## src/hdl/mns_pkg.sv

```systemverilog
package mns_pkg;

  // Note table geometry.
  localparam int MAX_NOTES = 128;
  localparam int NOTE_AW   = $clog2(MAX_NOTES);

  // Field widths.
  localparam int CMD_W     = 2;
  localparam int SESS_W    = 32;
  localparam int PITCH_W   = 13;
  localparam int CODE_W    = 8;
  localparam int ENTRY_W   = PITCH_W + CODE_W;
  localparam int LEN_W     = 16;
  localparam int KIND_W    = 2;
  localparam int TEMPO_W   = 10;
  localparam int SONG_W    = 8;

  // Configuration port.
  localparam int CFG_IDX_W  = 1;
  localparam int CFG_DATA_W = 10;
  localparam logic [CFG_IDX_W-1:0] REG_TEMPO = 1'b0;
  localparam logic [CFG_IDX_W-1:0] REG_SONG  = 1'b1;
  localparam logic [TEMPO_W-1:0]   TEMPO_RESET = 10'd120;
  localparam logic [SONG_W-1:0]    SONG_RESET  = 8'd1;

  // Commands.
  localparam logic [CMD_W-1:0] CMD_START = 2'd0;
  localparam logic [CMD_W-1:0] CMD_TICK  = 2'd1;
  localparam logic [CMD_W-1:0] CMD_WRITE = 2'd2;

  // Event kinds.
  localparam logic [KIND_W-1:0] EVT_NOTE = 2'd0;
  localparam logic [KIND_W-1:0] EVT_STOP = 2'd1;
  localparam logic [KIND_W-1:0] EVT_DONE = 2'd2;

  // Serial divider sizing: a whole note is 240000 ms at one beat per minute.
  localparam int WHOLE_NOTE_MS = 240000;
  localparam int DVD_W         = 18;
  localparam int DVS_W         = 10;
  localparam int LEN_MAX       = 65535;

  typedef struct packed {
    logic             start;
    logic [DVD_W-1:0] dividend;
    logic [DVS_W-1:0] divisor;
  } div_req_t;

  typedef struct packed {
    logic             done;
    logic [DVD_W-1:0] quotient;
  } div_rsp_t;

endpackage

```

## src/hdl/mns_channels.sv

```systemverilog
interface mns_cmd_if;
  logic                             valid;
  logic                             ready;
  logic [mns_pkg::CMD_W-1:0]        cmd;
  logic [mns_pkg::SESS_W-1:0]       session_ms;
  logic [mns_pkg::NOTE_AW-1:0]      start_note;
  logic [mns_pkg::NOTE_AW-1:0]      entry_index;
  logic [mns_pkg::PITCH_W-1:0]      entry_pitch;
  logic signed [mns_pkg::CODE_W-1:0] entry_code;

  modport source (
    output valid, cmd, session_ms, start_note, entry_index, entry_pitch, entry_code,
    input  ready
  );
  modport sink (
    input  valid, cmd, session_ms, start_note, entry_index, entry_pitch, entry_code,
    output ready
  );
endinterface

interface mns_evt_if;
  logic                         valid;
  logic                         ready;
  logic [mns_pkg::KIND_W-1:0]   event_kind;
  logic [mns_pkg::PITCH_W-1:0]  pitch_hz;
  logic [mns_pkg::LEN_W-1:0]    length_ms;
  logic [mns_pkg::NOTE_AW-1:0]  next_note;

  modport source (
    output valid, event_kind, pitch_hz, length_ms, next_note,
    input  ready
  );
  modport sink (
    input  valid, event_kind, pitch_hz, length_ms, next_note,
    output ready
  );
endinterface

```

## src/hdl/mns_ram.sv

```systemverilog
module mns_ram #(
  parameter int WIDTH = 8,
  parameter int DEPTH = 16
) (
  input  logic                     clk,
  input  logic                     wr_en,
  input  logic [$clog2(DEPTH)-1:0] wr_addr,
  input  logic [WIDTH-1:0]         wr_data,
  input  logic                     rd_en,
  input  logic [$clog2(DEPTH)-1:0] rd_addr,
  output logic [WIDTH-1:0]         rd_data
);

  logic [WIDTH-1:0] mem [DEPTH];

  always_ff @(posedge clk) begin
    if (wr_en) begin
      mem[wr_addr] <= wr_data;
    end
    if (rd_en) begin
      rd_data <= mem[rd_addr];
    end
  end

endmodule

```

## src/hdl/mns_div.sv

```systemverilog
// Restoring divider, one quotient bit per cycle.
module mns_div (
  input  logic              clk,
  input  logic              rst,
  input  mns_pkg::div_req_t req,
  output mns_pkg::div_rsp_t rsp
);

  localparam int CNT_W = $clog2(mns_pkg::DVD_W + 1);

  logic [mns_pkg::DVD_W-1:0] quo;
  logic [mns_pkg::DVS_W-1:0] rem;
  logic [mns_pkg::DVS_W-1:0] dvs;
  logic [CNT_W-1:0]          cnt;
  logic                      busy;
  logic                      done;

  logic [mns_pkg::DVS_W:0]   trial;
  logic                      fits;

  assign trial = {rem, quo[mns_pkg::DVD_W-1]};
  assign fits  = trial >= {1'b0, dvs};

  always_ff @(posedge clk) begin
    if (rst) begin
      busy <= 1'b0;
      done <= 1'b0;
    end else begin
      done <= 1'b0;
      if (req.start) begin
        quo  <= req.dividend;
        rem  <= '0;
        dvs  <= req.divisor;
        cnt  <= CNT_W'(mns_pkg::DVD_W);
        busy <= 1'b1;
      end else if (busy) begin
        if (fits) begin
          rem <= mns_pkg::DVS_W'(trial - {1'b0, dvs});
        end else begin
          rem <= trial[mns_pkg::DVS_W-1:0];
        end
        quo <= {quo[mns_pkg::DVD_W-2:0], fits};
        cnt <= cnt - CNT_W'(1);
        if (cnt == CNT_W'(1)) begin
          busy <= 1'b0;
          done <= 1'b1;
        end
      end
    end
  end

  assign rsp.done     = done;
  assign rsp.quotient = quo;

endmodule

```

## src/hdl/melody_note_sequencer.sv

```systemverilog
// Channel   Dir   Request contents
// cmd_ch    in    cmd, session_ms, start_note, entry_index, entry_pitch, entry_code
// evt_ch    out   event_kind, pitch_hz, length_ms, next_note
// cfg_*     in    write enable, register index, write data (no handshake)
//
// A table write, a tick that ends no note and an ignored command finish in S_READY.
// A tick that finishes the song or stops the session goes on through S_EMIT.
// A request that starts a note takes a table read, then two passes of the shared
// 18-step serial divider; a zero code skips the second pass.
// Reset is synchronous and clears control state; the note table is not cleared.
// A finished event waits in the output register while the next request is taken.
module melody_note_sequencer (
  input  logic                           clk,
  input  logic                           rst,
  mns_cmd_if.sink                        cmd_ch,
  mns_evt_if.source                      evt_ch,
  input  logic                           cfg_wr_en,
  input  logic [mns_pkg::CFG_IDX_W-1:0]  cfg_index,
  input  logic [mns_pkg::CFG_DATA_W-1:0] cfg_data
);

  typedef enum logic [2:0] {
    S_READY,
    S_FETCH,
    S_LOAD,
    S_WHOLE,
    S_DIVIDE,
    S_EMIT
  } state_t;

  state_t state;

  // Configuration registers.
  logic [mns_pkg::TEMPO_W-1:0] tempo_bpm;
  logic [mns_pkg::SONG_W-1:0]  song_notes;

  // Playback state.
  logic [mns_pkg::NOTE_AW-1:0] note_pointer;
  logic [mns_pkg::LEN_W-1:0]   note_remaining;
  logic [mns_pkg::SESS_W-1:0]  session_remaining;
  logic                        playing;

  // Note being started.
  logic [mns_pkg::PITCH_W-1:0] note_pitch;
  logic [mns_pkg::CODE_W-1:0]  note_code;

  // Pending event and the output register.
  logic [mns_pkg::KIND_W-1:0]  res_kind;
  logic [mns_pkg::PITCH_W-1:0] res_pitch;
  logic [mns_pkg::LEN_W-1:0]   res_len;
  logic [mns_pkg::NOTE_AW-1:0] res_next;
  logic                        out_valid;
  logic [mns_pkg::KIND_W-1:0]  out_kind;
  logic [mns_pkg::PITCH_W-1:0] out_pitch;
  logic [mns_pkg::LEN_W-1:0]   out_len;
  logic [mns_pkg::NOTE_AW-1:0] out_next;

  mns_pkg::div_req_t div_req;
  mns_pkg::div_rsp_t div_rsp;

  logic                        accept;
  logic                        ram_wr_en;
  logic                        ram_rd_en;
  logic [mns_pkg::ENTRY_W-1:0] ram_rd_data;

  logic [mns_pkg::SONG_W-1:0]  song_len;
  logic [mns_pkg::NOTE_AW-1:0] start_idx;
  logic                        is_last;
  logic [mns_pkg::SESS_W-1:0]  session_dec;
  logic [mns_pkg::LEN_W-1:0]   note_dec;
  logic [mns_pkg::TEMPO_W-1:0] tempo_eff;
  logic [mns_pkg::CODE_W-1:0]  code_mag;
  logic [mns_pkg::DVD_W:0]     len_sum;
  logic [mns_pkg::LEN_W-1:0]   len_sat;
  logic                        out_free;

  assign accept    = cmd_ch.valid && cmd_ch.ready;
  assign ram_wr_en = accept && (cmd_ch.cmd == mns_pkg::CMD_WRITE);
  assign ram_rd_en = (state == S_FETCH);
  assign out_free  = !out_valid || evt_ch.ready;

  mns_ram #(
    .WIDTH(mns_pkg::ENTRY_W),
    .DEPTH(mns_pkg::MAX_NOTES)
  ) u_note_store (
    .clk    (clk),
    .wr_en  (ram_wr_en),
    .wr_addr(cmd_ch.entry_index),
    .wr_data({cmd_ch.entry_pitch, cmd_ch.entry_code}),
    .rd_en  (ram_rd_en),
    .rd_addr(note_pointer),
    .rd_data(ram_rd_data)
  );

  mns_div u_div (
    .clk(clk),
    .rst(rst),
    .req(div_req),
    .rsp(div_rsp)
  );

  // Song length is clamped to one through the table depth.
  always_comb begin
    if (song_notes == '0) begin
      song_len = mns_pkg::SONG_W'(1);
    end else if (song_notes > mns_pkg::SONG_W'(mns_pkg::MAX_NOTES)) begin
      song_len = mns_pkg::SONG_W'(mns_pkg::MAX_NOTES);
    end else begin
      song_len = song_notes;
    end
  end

  // A start index at or past the end of the song begins at the first note.
  assign start_idx = ({1'b0, cmd_ch.start_note} >= song_len) ? '0 : cmd_ch.start_note;
  assign is_last   = {1'b0, note_pointer} >= (song_len - mns_pkg::SONG_W'(1));

  // Both countdowns stop at zero.
  assign session_dec = (session_remaining != '0) ?
                       session_remaining - mns_pkg::SESS_W'(1) : '0;
  assign note_dec    = (note_remaining != '0) ? note_remaining - mns_pkg::LEN_W'(1) : '0;

  assign tempo_eff = (tempo_bpm == '0) ? mns_pkg::TEMPO_W'(1) : tempo_bpm;
  assign code_mag  = note_code[mns_pkg::CODE_W-1] ? (~note_code + mns_pkg::CODE_W'(1))
                                                  : note_code;

  // Dotted notes get half again, then the length saturates at the field range.
  always_comb begin
    if (note_code[mns_pkg::CODE_W-1]) begin
      len_sum = {1'b0, div_rsp.quotient} + {2'b00, div_rsp.quotient[mns_pkg::DVD_W-1:1]};
    end else begin
      len_sum = {1'b0, div_rsp.quotient};
    end
    if (len_sum > (mns_pkg::DVD_W + 1)'(mns_pkg::LEN_MAX)) begin
      len_sat = mns_pkg::LEN_W'(mns_pkg::LEN_MAX);
    end else begin
      len_sat = len_sum[mns_pkg::LEN_W-1:0];
    end
  end

  always_ff @(posedge clk) begin
    if (rst) begin
      state             <= S_READY;
      tempo_bpm         <= mns_pkg::TEMPO_RESET;
      song_notes        <= mns_pkg::SONG_RESET;
      note_pointer      <= '0;
      note_remaining    <= '0;
      session_remaining <= '0;
      playing           <= 1'b0;
      out_valid         <= 1'b0;
      div_req.start     <= 1'b0;
    end else begin
      div_req.start <= 1'b0;

      if (cfg_wr_en) begin
        unique case (cfg_index)
          mns_pkg::REG_TEMPO: tempo_bpm  <= cfg_data[mns_pkg::TEMPO_W-1:0];
          mns_pkg::REG_SONG:  song_notes <= cfg_data[mns_pkg::SONG_W-1:0];
          default: ;
        endcase
      end

      if (out_valid && evt_ch.ready) begin
        out_valid <= 1'b0;
      end

      unique case (state)
        S_READY: begin
          if (accept) begin
            unique case (cmd_ch.cmd)
              mns_pkg::CMD_START: begin
                note_pointer      <= start_idx;
                session_remaining <= cmd_ch.session_ms;
                note_remaining    <= '0;
                if (cmd_ch.session_ms == '0) begin
                  // An empty budget stops at once and leaves the block idle.
                  playing   <= 1'b0;
                  res_kind  <= mns_pkg::EVT_STOP;
                  res_pitch <= '0;
                  res_len   <= '0;
                  res_next  <= start_idx;
                  state     <= S_EMIT;
                end else begin
                  state <= S_FETCH;
                end
              end
              mns_pkg::CMD_TICK: begin
                if (playing) begin
                  session_remaining <= session_dec;
                  note_remaining    <= note_dec;
                  if (note_dec == '0) begin
                    if (is_last) begin
                      // Finishing the song wins over an expired session.
                      playing      <= 1'b0;
                      note_pointer <= '0;
                      res_kind     <= mns_pkg::EVT_DONE;
                      res_pitch    <= '0;
                      res_len      <= '0;
                      res_next     <= '0;
                      state        <= S_EMIT;
                    end else begin
                      note_pointer <= note_pointer + mns_pkg::NOTE_AW'(1);
                      if (session_dec == '0) begin
                        playing   <= 1'b0;
                        res_kind  <= mns_pkg::EVT_STOP;
                        res_pitch <= '0;
                        res_len   <= '0;
                        res_next  <= note_pointer + mns_pkg::NOTE_AW'(1);
                        state     <= S_EMIT;
                      end else begin
                        state <= S_FETCH;
                      end
                    end
                  end
                end
              end
              default: ;
            endcase
          end
        end

        S_FETCH: begin
          // The table read is issued this cycle; data arrives in S_LOAD.
          state <= S_LOAD;
        end

        S_LOAD: begin
          note_pitch       <= ram_rd_data[mns_pkg::ENTRY_W-1:mns_pkg::CODE_W];
          note_code        <= ram_rd_data[mns_pkg::CODE_W-1:0];
          div_req.start    <= 1'b1;
          div_req.dividend <= mns_pkg::DVD_W'(mns_pkg::WHOLE_NOTE_MS);
          div_req.divisor  <= mns_pkg::DVS_W'(tempo_eff);
          state            <= S_WHOLE;
        end

        S_WHOLE: begin
          if (div_rsp.done) begin
            if (note_code == '0) begin
              // A zero code gives a note of no length, over on the next tick.
              note_remaining <= '0;
              playing        <= 1'b1;
              res_kind       <= mns_pkg::EVT_NOTE;
              res_pitch      <= note_pitch;
              res_len        <= '0;
              res_next       <= note_pointer;
              state          <= S_EMIT;
            end else begin
              div_req.start    <= 1'b1;
              div_req.dividend <= div_rsp.quotient;
              div_req.divisor  <= {{(mns_pkg::DVS_W - mns_pkg::CODE_W){1'b0}}, code_mag};
              state            <= S_DIVIDE;
            end
          end
        end

        S_DIVIDE: begin
          if (div_rsp.done) begin
            note_remaining <= len_sat;
            playing        <= 1'b1;
            res_kind       <= mns_pkg::EVT_NOTE;
            res_pitch      <= note_pitch;
            res_len        <= len_sat;
            res_next       <= note_pointer;
            state          <= S_EMIT;
          end
        end

        S_EMIT: begin
          // Hand the event to the output register once it has room.
          if (out_free) begin
            out_valid <= 1'b1;
            out_kind  <= res_kind;
            out_pitch <= res_pitch;
            out_len   <= res_len;
            out_next  <= res_next;
            state     <= S_READY;
          end
        end

        default: state <= S_READY;
      endcase
    end
  end

  assign cmd_ch.ready      = (state == S_READY);
  assign evt_ch.valid      = out_valid;
  assign evt_ch.event_kind = out_kind;
  assign evt_ch.pitch_hz   = out_pitch;
  assign evt_ch.length_ms  = out_len;
  assign evt_ch.next_note  = out_next;

endmodule
```

## src/flat_wrapper.sv

```systemverilog
// flat-port wrapper written by rule: the top's interface ports become plain ports
module melody_note_sequencer_flat 
  (clk, rst, cfg_wr_en, cfg_index, cfg_data, cmd_ch_valid, cmd_ch_cmd, cmd_ch_session_ms, cmd_ch_start_note, cmd_ch_entry_index, cmd_ch_entry_pitch, cmd_ch_entry_code, cmd_ch_ready, evt_ch_valid, evt_ch_event_kind, evt_ch_pitch_hz, evt_ch_length_ms, evt_ch_next_note, evt_ch_ready);
  mns_cmd_if cmd_ch_i ();
  mns_evt_if evt_ch_i ();
  input  logic clk;
  input  logic rst;
  input  logic cfg_wr_en;
  input  logic [mns_pkg::CFG_IDX_W-1:0] cfg_index;
  input  logic [mns_pkg::CFG_DATA_W-1:0] cfg_data;
  input wire logic [$bits(cmd_ch_i.valid)-1:0] cmd_ch_valid;
  input wire logic [$bits(cmd_ch_i.cmd)-1:0] cmd_ch_cmd;
  input wire logic [$bits(cmd_ch_i.session_ms)-1:0] cmd_ch_session_ms;
  input wire logic [$bits(cmd_ch_i.start_note)-1:0] cmd_ch_start_note;
  input wire logic [$bits(cmd_ch_i.entry_index)-1:0] cmd_ch_entry_index;
  input wire logic [$bits(cmd_ch_i.entry_pitch)-1:0] cmd_ch_entry_pitch;
  input wire logic [$bits(cmd_ch_i.entry_code)-1:0] cmd_ch_entry_code;
  output wire logic [$bits(cmd_ch_i.ready)-1:0] cmd_ch_ready;
  output wire logic [$bits(evt_ch_i.valid)-1:0] evt_ch_valid;
  output wire logic [$bits(evt_ch_i.event_kind)-1:0] evt_ch_event_kind;
  output wire logic [$bits(evt_ch_i.pitch_hz)-1:0] evt_ch_pitch_hz;
  output wire logic [$bits(evt_ch_i.length_ms)-1:0] evt_ch_length_ms;
  output wire logic [$bits(evt_ch_i.next_note)-1:0] evt_ch_next_note;
  input wire logic [$bits(evt_ch_i.ready)-1:0] evt_ch_ready;
  assign cmd_ch_i.valid = cmd_ch_valid;
  assign cmd_ch_i.cmd = cmd_ch_cmd;
  assign cmd_ch_i.session_ms = cmd_ch_session_ms;
  assign cmd_ch_i.start_note = cmd_ch_start_note;
  assign cmd_ch_i.entry_index = cmd_ch_entry_index;
  assign cmd_ch_i.entry_pitch = cmd_ch_entry_pitch;
  assign cmd_ch_i.entry_code = cmd_ch_entry_code;
  assign cmd_ch_ready = cmd_ch_i.ready;
  assign evt_ch_valid = evt_ch_i.valid;
  assign evt_ch_event_kind = evt_ch_i.event_kind;
  assign evt_ch_pitch_hz = evt_ch_i.pitch_hz;
  assign evt_ch_length_ms = evt_ch_i.length_ms;
  assign evt_ch_next_note = evt_ch_i.next_note;
  assign evt_ch_i.ready = evt_ch_ready;
  melody_note_sequencer u_core (.clk(clk), .rst(rst), .cmd_ch(cmd_ch_i), .evt_ch(evt_ch_i), .cfg_wr_en(cfg_wr_en), .cfg_index(cfg_index), .cfg_data(cfg_data));
endmodule
```

## config.mk

```make
export PLATFORM = sky130hd
export DESIGN_NAME = melody_note_sequencer_flat
export DESIGN_NICKNAME = d
export VERILOG_FILES = /design/src/hdl/mns_pkg.sv /design/src/hdl/mns_channels.sv /design/src/hdl/mns_ram.sv /design/src/hdl/mns_div.sv /design/src/hdl/melody_note_sequencer.sv /design/src/flat_wrapper.sv
export SDC_FILE = /design/constraint.sdc
export NUM_CORES = 2
export LEC_CHECK = 0
export BUFFER_PORTS_ARGS = -buffer_cell sky130_fd_sc_hd__buf_2
export CORE_ASPECT_RATIO = 1.4
export CORE_UTILIZATION = 60
export DETAILED_ROUTE_END_ITERATION = 6
export PLACE_DENSITY = 0.76
export SYNTH_ARGS = -nofsm -noshare
export SYNTH_HDL_FRONTEND = slang
export SYNTH_HIERARCHICAL = 1
export SYNTH_SLANG_ARGS = --single-unit
```

## constraint.sdc

```tcl
create_clock -name clk -period 9.3 [get_ports clk]
set_input_delay 0.465 -clock clk [delete_from_list [all_inputs] [get_ports clk]]
set_output_delay 0.465 -clock clk [all_outputs]
set_load 0.005 [all_outputs]
```

# --- Yosys cells after proc, flatten, opt, wreduce, memory -nomap -nowiden ---
# Memory sizes are Yosys's and may differ from the RTL's. A register that Yosys moved wholly into a read port is not among the register bits.
# Cells that the tools add are included.
# W data, S select, Z words.
totals:
  out_inout_bits: 40
  inputBits: 85
  word_cells: 202
  memories: 1
  ff_bits: 249
  mem_bits_rw: 2688
classes:
  add_sub_neg: 8
  bitwise_logic: 4
  n_mux: 103
  eq_ne: 21
  n_reduce_logical: 33
  order_cmp: 5
memory_table:
  columns: ["memory", "words", "width", "read_ports", "rd_ports_with_merged_regs", "write_ports", "line", "source"]
  rows:
  - ["u_core.u_note_store.mem", 128, 21, 1, 1, 1, "mns_ram.sv:14", "logic [WIDTH-1:0] mem [DEPTH];"]
ops:
  columns: ["operator", "n"]
  rows:
  - ["$mux W16", 13]
  - ["$mux W13", 9]
  - ["$pmux W16 S3", 2]
  - ["$mux W7", 13]
  - ["$logic_not A32 Y1", 2]
  - ["$mux W32", 2]
  - ["$pmux W16 S2", 2]
  - ["$pmux W32 S2", 1]
  - ["$mux W29", 2]
  - ["$pmux W29 S2", 1]
  - ["$pmux W13 S3", 1]
  - ["$mux W18", 2]
  - ["$reduce_bool A32 Y1", 1]
  - ["$sub A32 B1 Y32 const B", 1]
  - ["$mux W10", 3]
  - ["$pmux W7 S2", 2]
  - ["$mux W3", 9]
  - ["$pmux W13 S2", 1]
  - ["$mux W8", 3]
  - ["$pmux W7 S3", 1]
  - ["$reduce_and A7 Y1", 3]
  - ["$add A18 B17 Y19", 1]
  - ["$gt A19 B16 Y1 const B", 1]
  - ["$mux W1", 19]
  - ["other kinds (47)", 79]

# --- Logic depth before layout (Yosys ltp) ---
logic_depth:
  depth_word: 11
  mapped_depth: 16
  ltp_nobuf: 15

# --- Hierarchy ---
# The synthesis kept the hierarchy.
modules_own_cells:
  columns: ["module", "seq_area_each_um2", "area_each_um2", "cells_each", "n_inst"]
  rows:
  - ["mns_ram", 81348.0, 103091.4, 3995, 1]
  - ["melody_note_sequencer", 5335.1, 10919.2, 1136, 1]
  - ["mns_div", 1331.3, 2367.3, 186, 1]

# --- Least setup slack after synthesis ---
# OpenSTA, ideal clock, no wires.
synth_timing:
  path_type: "register -> register"
  from: "register u_core/session_remaining[0] (netlist bit)"
  to: "register u_core/res_kind[0] (netlist bit), enable pin"
  arrival_ns: 4.249
  stages_incl_launch_ff: 13
  required_time_ns: 8.870
  synth_period_minus_slack_ns: 4.679
  setup_slack_ns: 4.621
  path_cell_list: "dfxtp_1 -> inv_1 -> ha_1 -> buf_2 -> or3b_2 -> nor2_1 -> nand3_1 -> xnor2_1 -> or4_1 -> nor4_1 -> o22a_2 -> o211ai_1 -> a211oi_2"
synth_via:
  elab_chain_cells: 5
  word_cells_on_any_way: 6
  cone_classes: "1 x add/sub; 1 x eq/ne; 1 x mux; 3 x reduce/logical"
synth_rtl:
  columns: ["item", "line", "source"]
  rows:
  - ["start: declaration", "melody_note_sequencer.sv:40", "logic [mns_pkg::SESS_W-1:0] session_remaining;"]
  - ["start signal: assignment", "melody_note_sequencer.sv:172", "session_remaining <= cmd_ch.session_ms;"]
  - ["start signal: assignment", "melody_note_sequencer.sv:188", "session_remaining <= session_dec;"]
  - ["$sub A32 B1 Y32 or $reduce_bool A32 Y1 (tied branches)", "melody_note_sequencer.sv:119, melody_note_sequencer.sv:118", null]
  - ["$mux W32 *", "melody_note_sequencer.sv:118", "assign session_dec = (session_remaining != '0) ?"]
  - ["$logic_not A32 Y1 *", "melody_note_sequencer.sv:202", "if (session_dec == '0) begin"]
  - ["$ne A4 B4 Y1 (no line) *", null, null]
  - ["$reduce_and A11 Y1 (no line) *", null, null]
  - ["end signal: assignment", "melody_note_sequencer.sv:195", "res_kind <= mns_pkg::EVT_DONE;"]
  - ["end signal: assignment", "melody_note_sequencer.sv:204", "res_kind <= mns_pkg::EVT_STOP;"]
  - ["end signal: assignment", "melody_note_sequencer.sv:241", "res_kind <= mns_pkg::EVT_NOTE;"]
  - ["end: declaration", "melody_note_sequencer.sv:48", "logic [mns_pkg::KIND_W-1:0] res_kind;"]
# Every way passes the cells marked *; elsewhere a longest branch is shown, timed or not.
# A chain may end at the register's enable or synchronous reset.

==> out/results.tsv <==
stage	metric	value	unit
synthesis	ys.flop_type	edfxtp_1	
global_route	grt-ovfl-total	0	
clock_network	htree_num_levels	5	
route	detail_route.wl_per_cell	35.1	um
clock_network	cts_setup_buffers	0	
clock_network	cts_buffer_depth	4	
timing	rsz0062_at_grt	false	
worst_hold_path	hp-start	cmd_ch_session_ms[24]	
setup_path	worstReg2RegEnd	u_core/u_note_store/rd_data[7]$_DFFE_PP_	
timing	finalSetupViolCount	0	
pwr	total_power	27.6	mW
global_route	busiest_layer	met2	
setup_path	crit_required	9.89	ns
placed_design	routabilityCongestion	0.864	
final_layout	area_delta_synth_final	11.5	%
route	ant_nets	0	
synthesis	synthXorXnorAreaFrac	0.00414	
setup_path	r2r_start	u_core/note_pointer[2]$_SDFFE_PP0P_	
final_layout	nFillCells	11300	
worst_hold_path	holdPathEnd	u_core/session_remaining[24]$_SDFFE_PP0P_	
route	drc	0	
timing	period_share	0.527	
final_layout	final_cell_mix	2877 x edfxtp_1, 882 x mux4_2, 281 x clkbuf_16, 144 x nand2_1, 128 x nor2_1	
synthesis	yosys_warnings	6	
synthesis	synth-simple-area-share	0.0271	
route	first_pass_iters	6	
synthesis	synth_edf_count	2877	
final_layout	mostFrequentLayoutCell	edfxtp_1	
global_route	antenna_found_initial	25	
synthesis	synth_fa_ha_area_frac	0.00572	
clock_network	clk_pin_slew	0.07	ns
setup_path	arrival	5.49	ns
setup_path	cp-start-kind	flop	
final_layout	multi_input_area	27900	um2
timing	tns	0	ns
timing	tightestPinTransition	1.37	ns
timing	fin_crit	4.91	ns
floorplanning	num_rows	190	
setup_path	cp-startpoint	u_core/note_pointer[2]$_SDFFE_PP0P_	
final_layout	fin_nets	5702	
status	status	complete, no violations	
setup_path	setup.worst_path.class	reg -> reg	
synthesis	synth_top_family_by_area	multiplexers	
worst_hold_path	hold_class	in -> reg	
synthesis	ys_seq_area_frac	0.756	
synthesis	synth_top_area_frac	0.742	
synthesis	syn-cell-area	116000	um2
clock_network	cts_tree	built	
global_route	grtUsageMet2	0.511	
floorplanning	start_util	0.606	
global_route	grt_pass1_wl	415000	um
pwr	peakVddDrop	0.132	mV
pwr	power-per-cell-area	212	nW/um2
synthesis	synth_cells	5317	
timing	fmax	0.204	GHz
clock_network	clockRootBuffer	clkbuf_16	
floorplanning	coreArea	192000	um2
clock_network	clk_latency	0.84	ns
synthesis	syn-num-nets	5454	
pwr	leakage	39.2	nW
synthesis	synthArstFlopShare	0	
global_route	met1_usage	0.380	
synthesis	synth-seq-cells	2958	
timing	maxSlewHeadroom	0.0839	
clock_network	cts_buffers	273	
global_route	grt_pass1_vias	58800	
floorplanning	die_h	523	um
setup_path	rrSetupSlack	4.39	ns
timing	hold_violations	0	
global_route	gr-usage-all-layers	0.300	
route	vias	57600	
route	first_iter_violations	6971	
synthesis	synth.area.top_cells	edfxtp_1 74%, mux4_2 17%, dfxtp_1 1.4%	
worst_hold_path	hold_depth	5	
global_route	grt_max_degree	134	
floorplanning	ios	125	
global_route	use_met3	0.0563	
setup_path	crit_fanout	133	
setup_path	r2r_cells	6	
timing	slew_violations	0	
synthesis	avgSynthCellArea	21.9	um2
synthesis	yosys.area.top_type	edfxtp_1	
final_layout	drive_above_1_share	0.293	
final_layout	register_area	88000	um2
run	maxCapViolCount	0	
synthesis	yosysUniqueCellTypes	85	
placed_design	port_buffers	124	
route	drt-total-wl	291000	um
timing	fin_skew	0.0417	ns
placed_design	post-dp-hpwl	155000	um
route	viasPerCell	6.96	
synthesis	synth_compound_area_frac	0.0187	
floorplanning	die_area	196000	um2
clock_network	cts.sinks	2958	
setup_path	end_kind	flop	
floorplanning	dieWidth	374	um
synthesis	synth.area.mux_share	0.176	
power breakdown:
group	switching [mW]	internal (mW)
combinational	1.00	0.664
sequential	0.100	14.7
clock	4.79	6.31
total	5.89	21.7
worst max path at each step:
stage | endpoint | slack, ns | depth (start not counted)
final | u_core/u_note_store/rd_data[7]$_DFFE_PP_ | 4.39 | 6
after global routing | u_core/u_note_store/rd_data[7]$_DFFE_PP_ | 4.30 | 6
after CTS | u_core/u_note_store/rd_data[7]$_DFFE_PP_ | 4.41 | 6
after detailed placement | u_core/u_note_store/rd_data[0]$_DFFE_PP_ | 4.45 | 6
after global placement | u_core/u_note_store/rd_data[0]$_DFFE_PP_ | 4.43 | 6
after floorplan | u_core/res_kind[0]$_SDFFCE_PN0P_ | 4.62 | 12
state kept, by name, indices dropped and copies added (netlist names), 16 cells and up:
register                     flops
u_core/res_len                  16
u_core/note_remaining           16
u_core/session_remaining        32
u_core/u_note_store/mem       2688
u_core/div_req                  29
u_core/u_div/quo                18
u_core/evt_ch.length_ms         16
u_core/u_note_store/rd_data     21
cells by family (layout without fill, tap and decap cells):
group	after synthesis	count (layout)
AO/OA/AOI/OAI	325	325
XOR/XNOR	55	55
adder cells (fa/ha/maj)	52	52
buffers and inverters	323	769
flip-flops	2958	2958
multiplexers	938	938
other	0	11
AND/OR/NAND/NOR	666	666
critical path, stage by stage, from the launching register on:
cell     delay (ns)
dfxtp_4        1.04
buf_4          0.83
buf_12         0.64
mux4_2         0.43
mux4_2         0.58
mux4_2         0.64
mux2_2         0.32
what timing repair did:
| action | 4_1_cts | 5_1_grt |
|---|---|---|
| endpoints found under the hold margin | 61 | 0 |
| gates resized for setup | 0 | 0 |
| setup endpoints to repair | 0 | 0 |
| hold buffers | 44 | 0 |
layer usage:
| metal | wire length [um] | vias to the layer above | part of all wire |
|---|---|---|---|
| li1 | - | 22900 | - |
| met2 | 149000 | 3575 | 0.51 |
| met3 | 27500 | 681 | 0.095 |
| met1 | 100000 | 30400 | 0.34 |
| met5 | 176 | - | 0.00061 |
| met4 | 13600 | 24 | 0.047 |
stage by stage:
step	hold WS, ns	std cells	worst slack, ns	instance area, um2	util
floorplan	0.400	5317	4.62	116000	-
global placement	0.404	7742	4.43	121000	0.628
detailed placement	0.405	7742	4.45	121000	0.628
CTS	0.000328	8259	4.41	130000	0.675
global route	0.0447	8264	4.30	130000	0.675
finish	0.0540	8270	4.39	130000	0.676
cell usage after synthesis, types with 6 or more instances:
cell / n
o21bai_1: 6
buf_1: 18
mux2_2: 40
xor2_1: 21
o31ai_1: 6
mux4_2: 882
and2_1: 20
ha_1: 50
a21o_1: 15
mux2i_1: 16
nand3_1: 46
o41ai_1: 7
nor3_1: 55
nor2_1: 249
nor3b_1: 6
clkbuf_1: 182
inv_1: 40
nor2b_1: 21
o221a_2: 11
or3_1: 8
o211ai_1: 8
nand2_1: 147
buf_2: 66
dfxtp_1: 81
a21oi_1: 84
edfxtp_1: 2877
nand2b_1: 32
and3_1: 14
xnor2_1: 34
o21a_1: 10
a22oi_1: 13
buf_6: 13
a211oi_1: 22
nand4_1: 11
o21ai_0: 78
nor4_1: 23
a31oi_1: 7
layout make-up:
type / instances / share of cell area
Multi-Input combinational cell: 2036 / 0.215
Inverter: 41 / 0.00119
Antenna cell: 11 / 0.000212
Timing Repair Buffer: 255 / 0.0146
Clock buffer: 330 / 0.0558
Clock inverter: 143 / 0.0108
Tap cell: 2496 / 0.0241
Sequential cell: 2958 / 0.678
(Power assumes the default switching activity.)
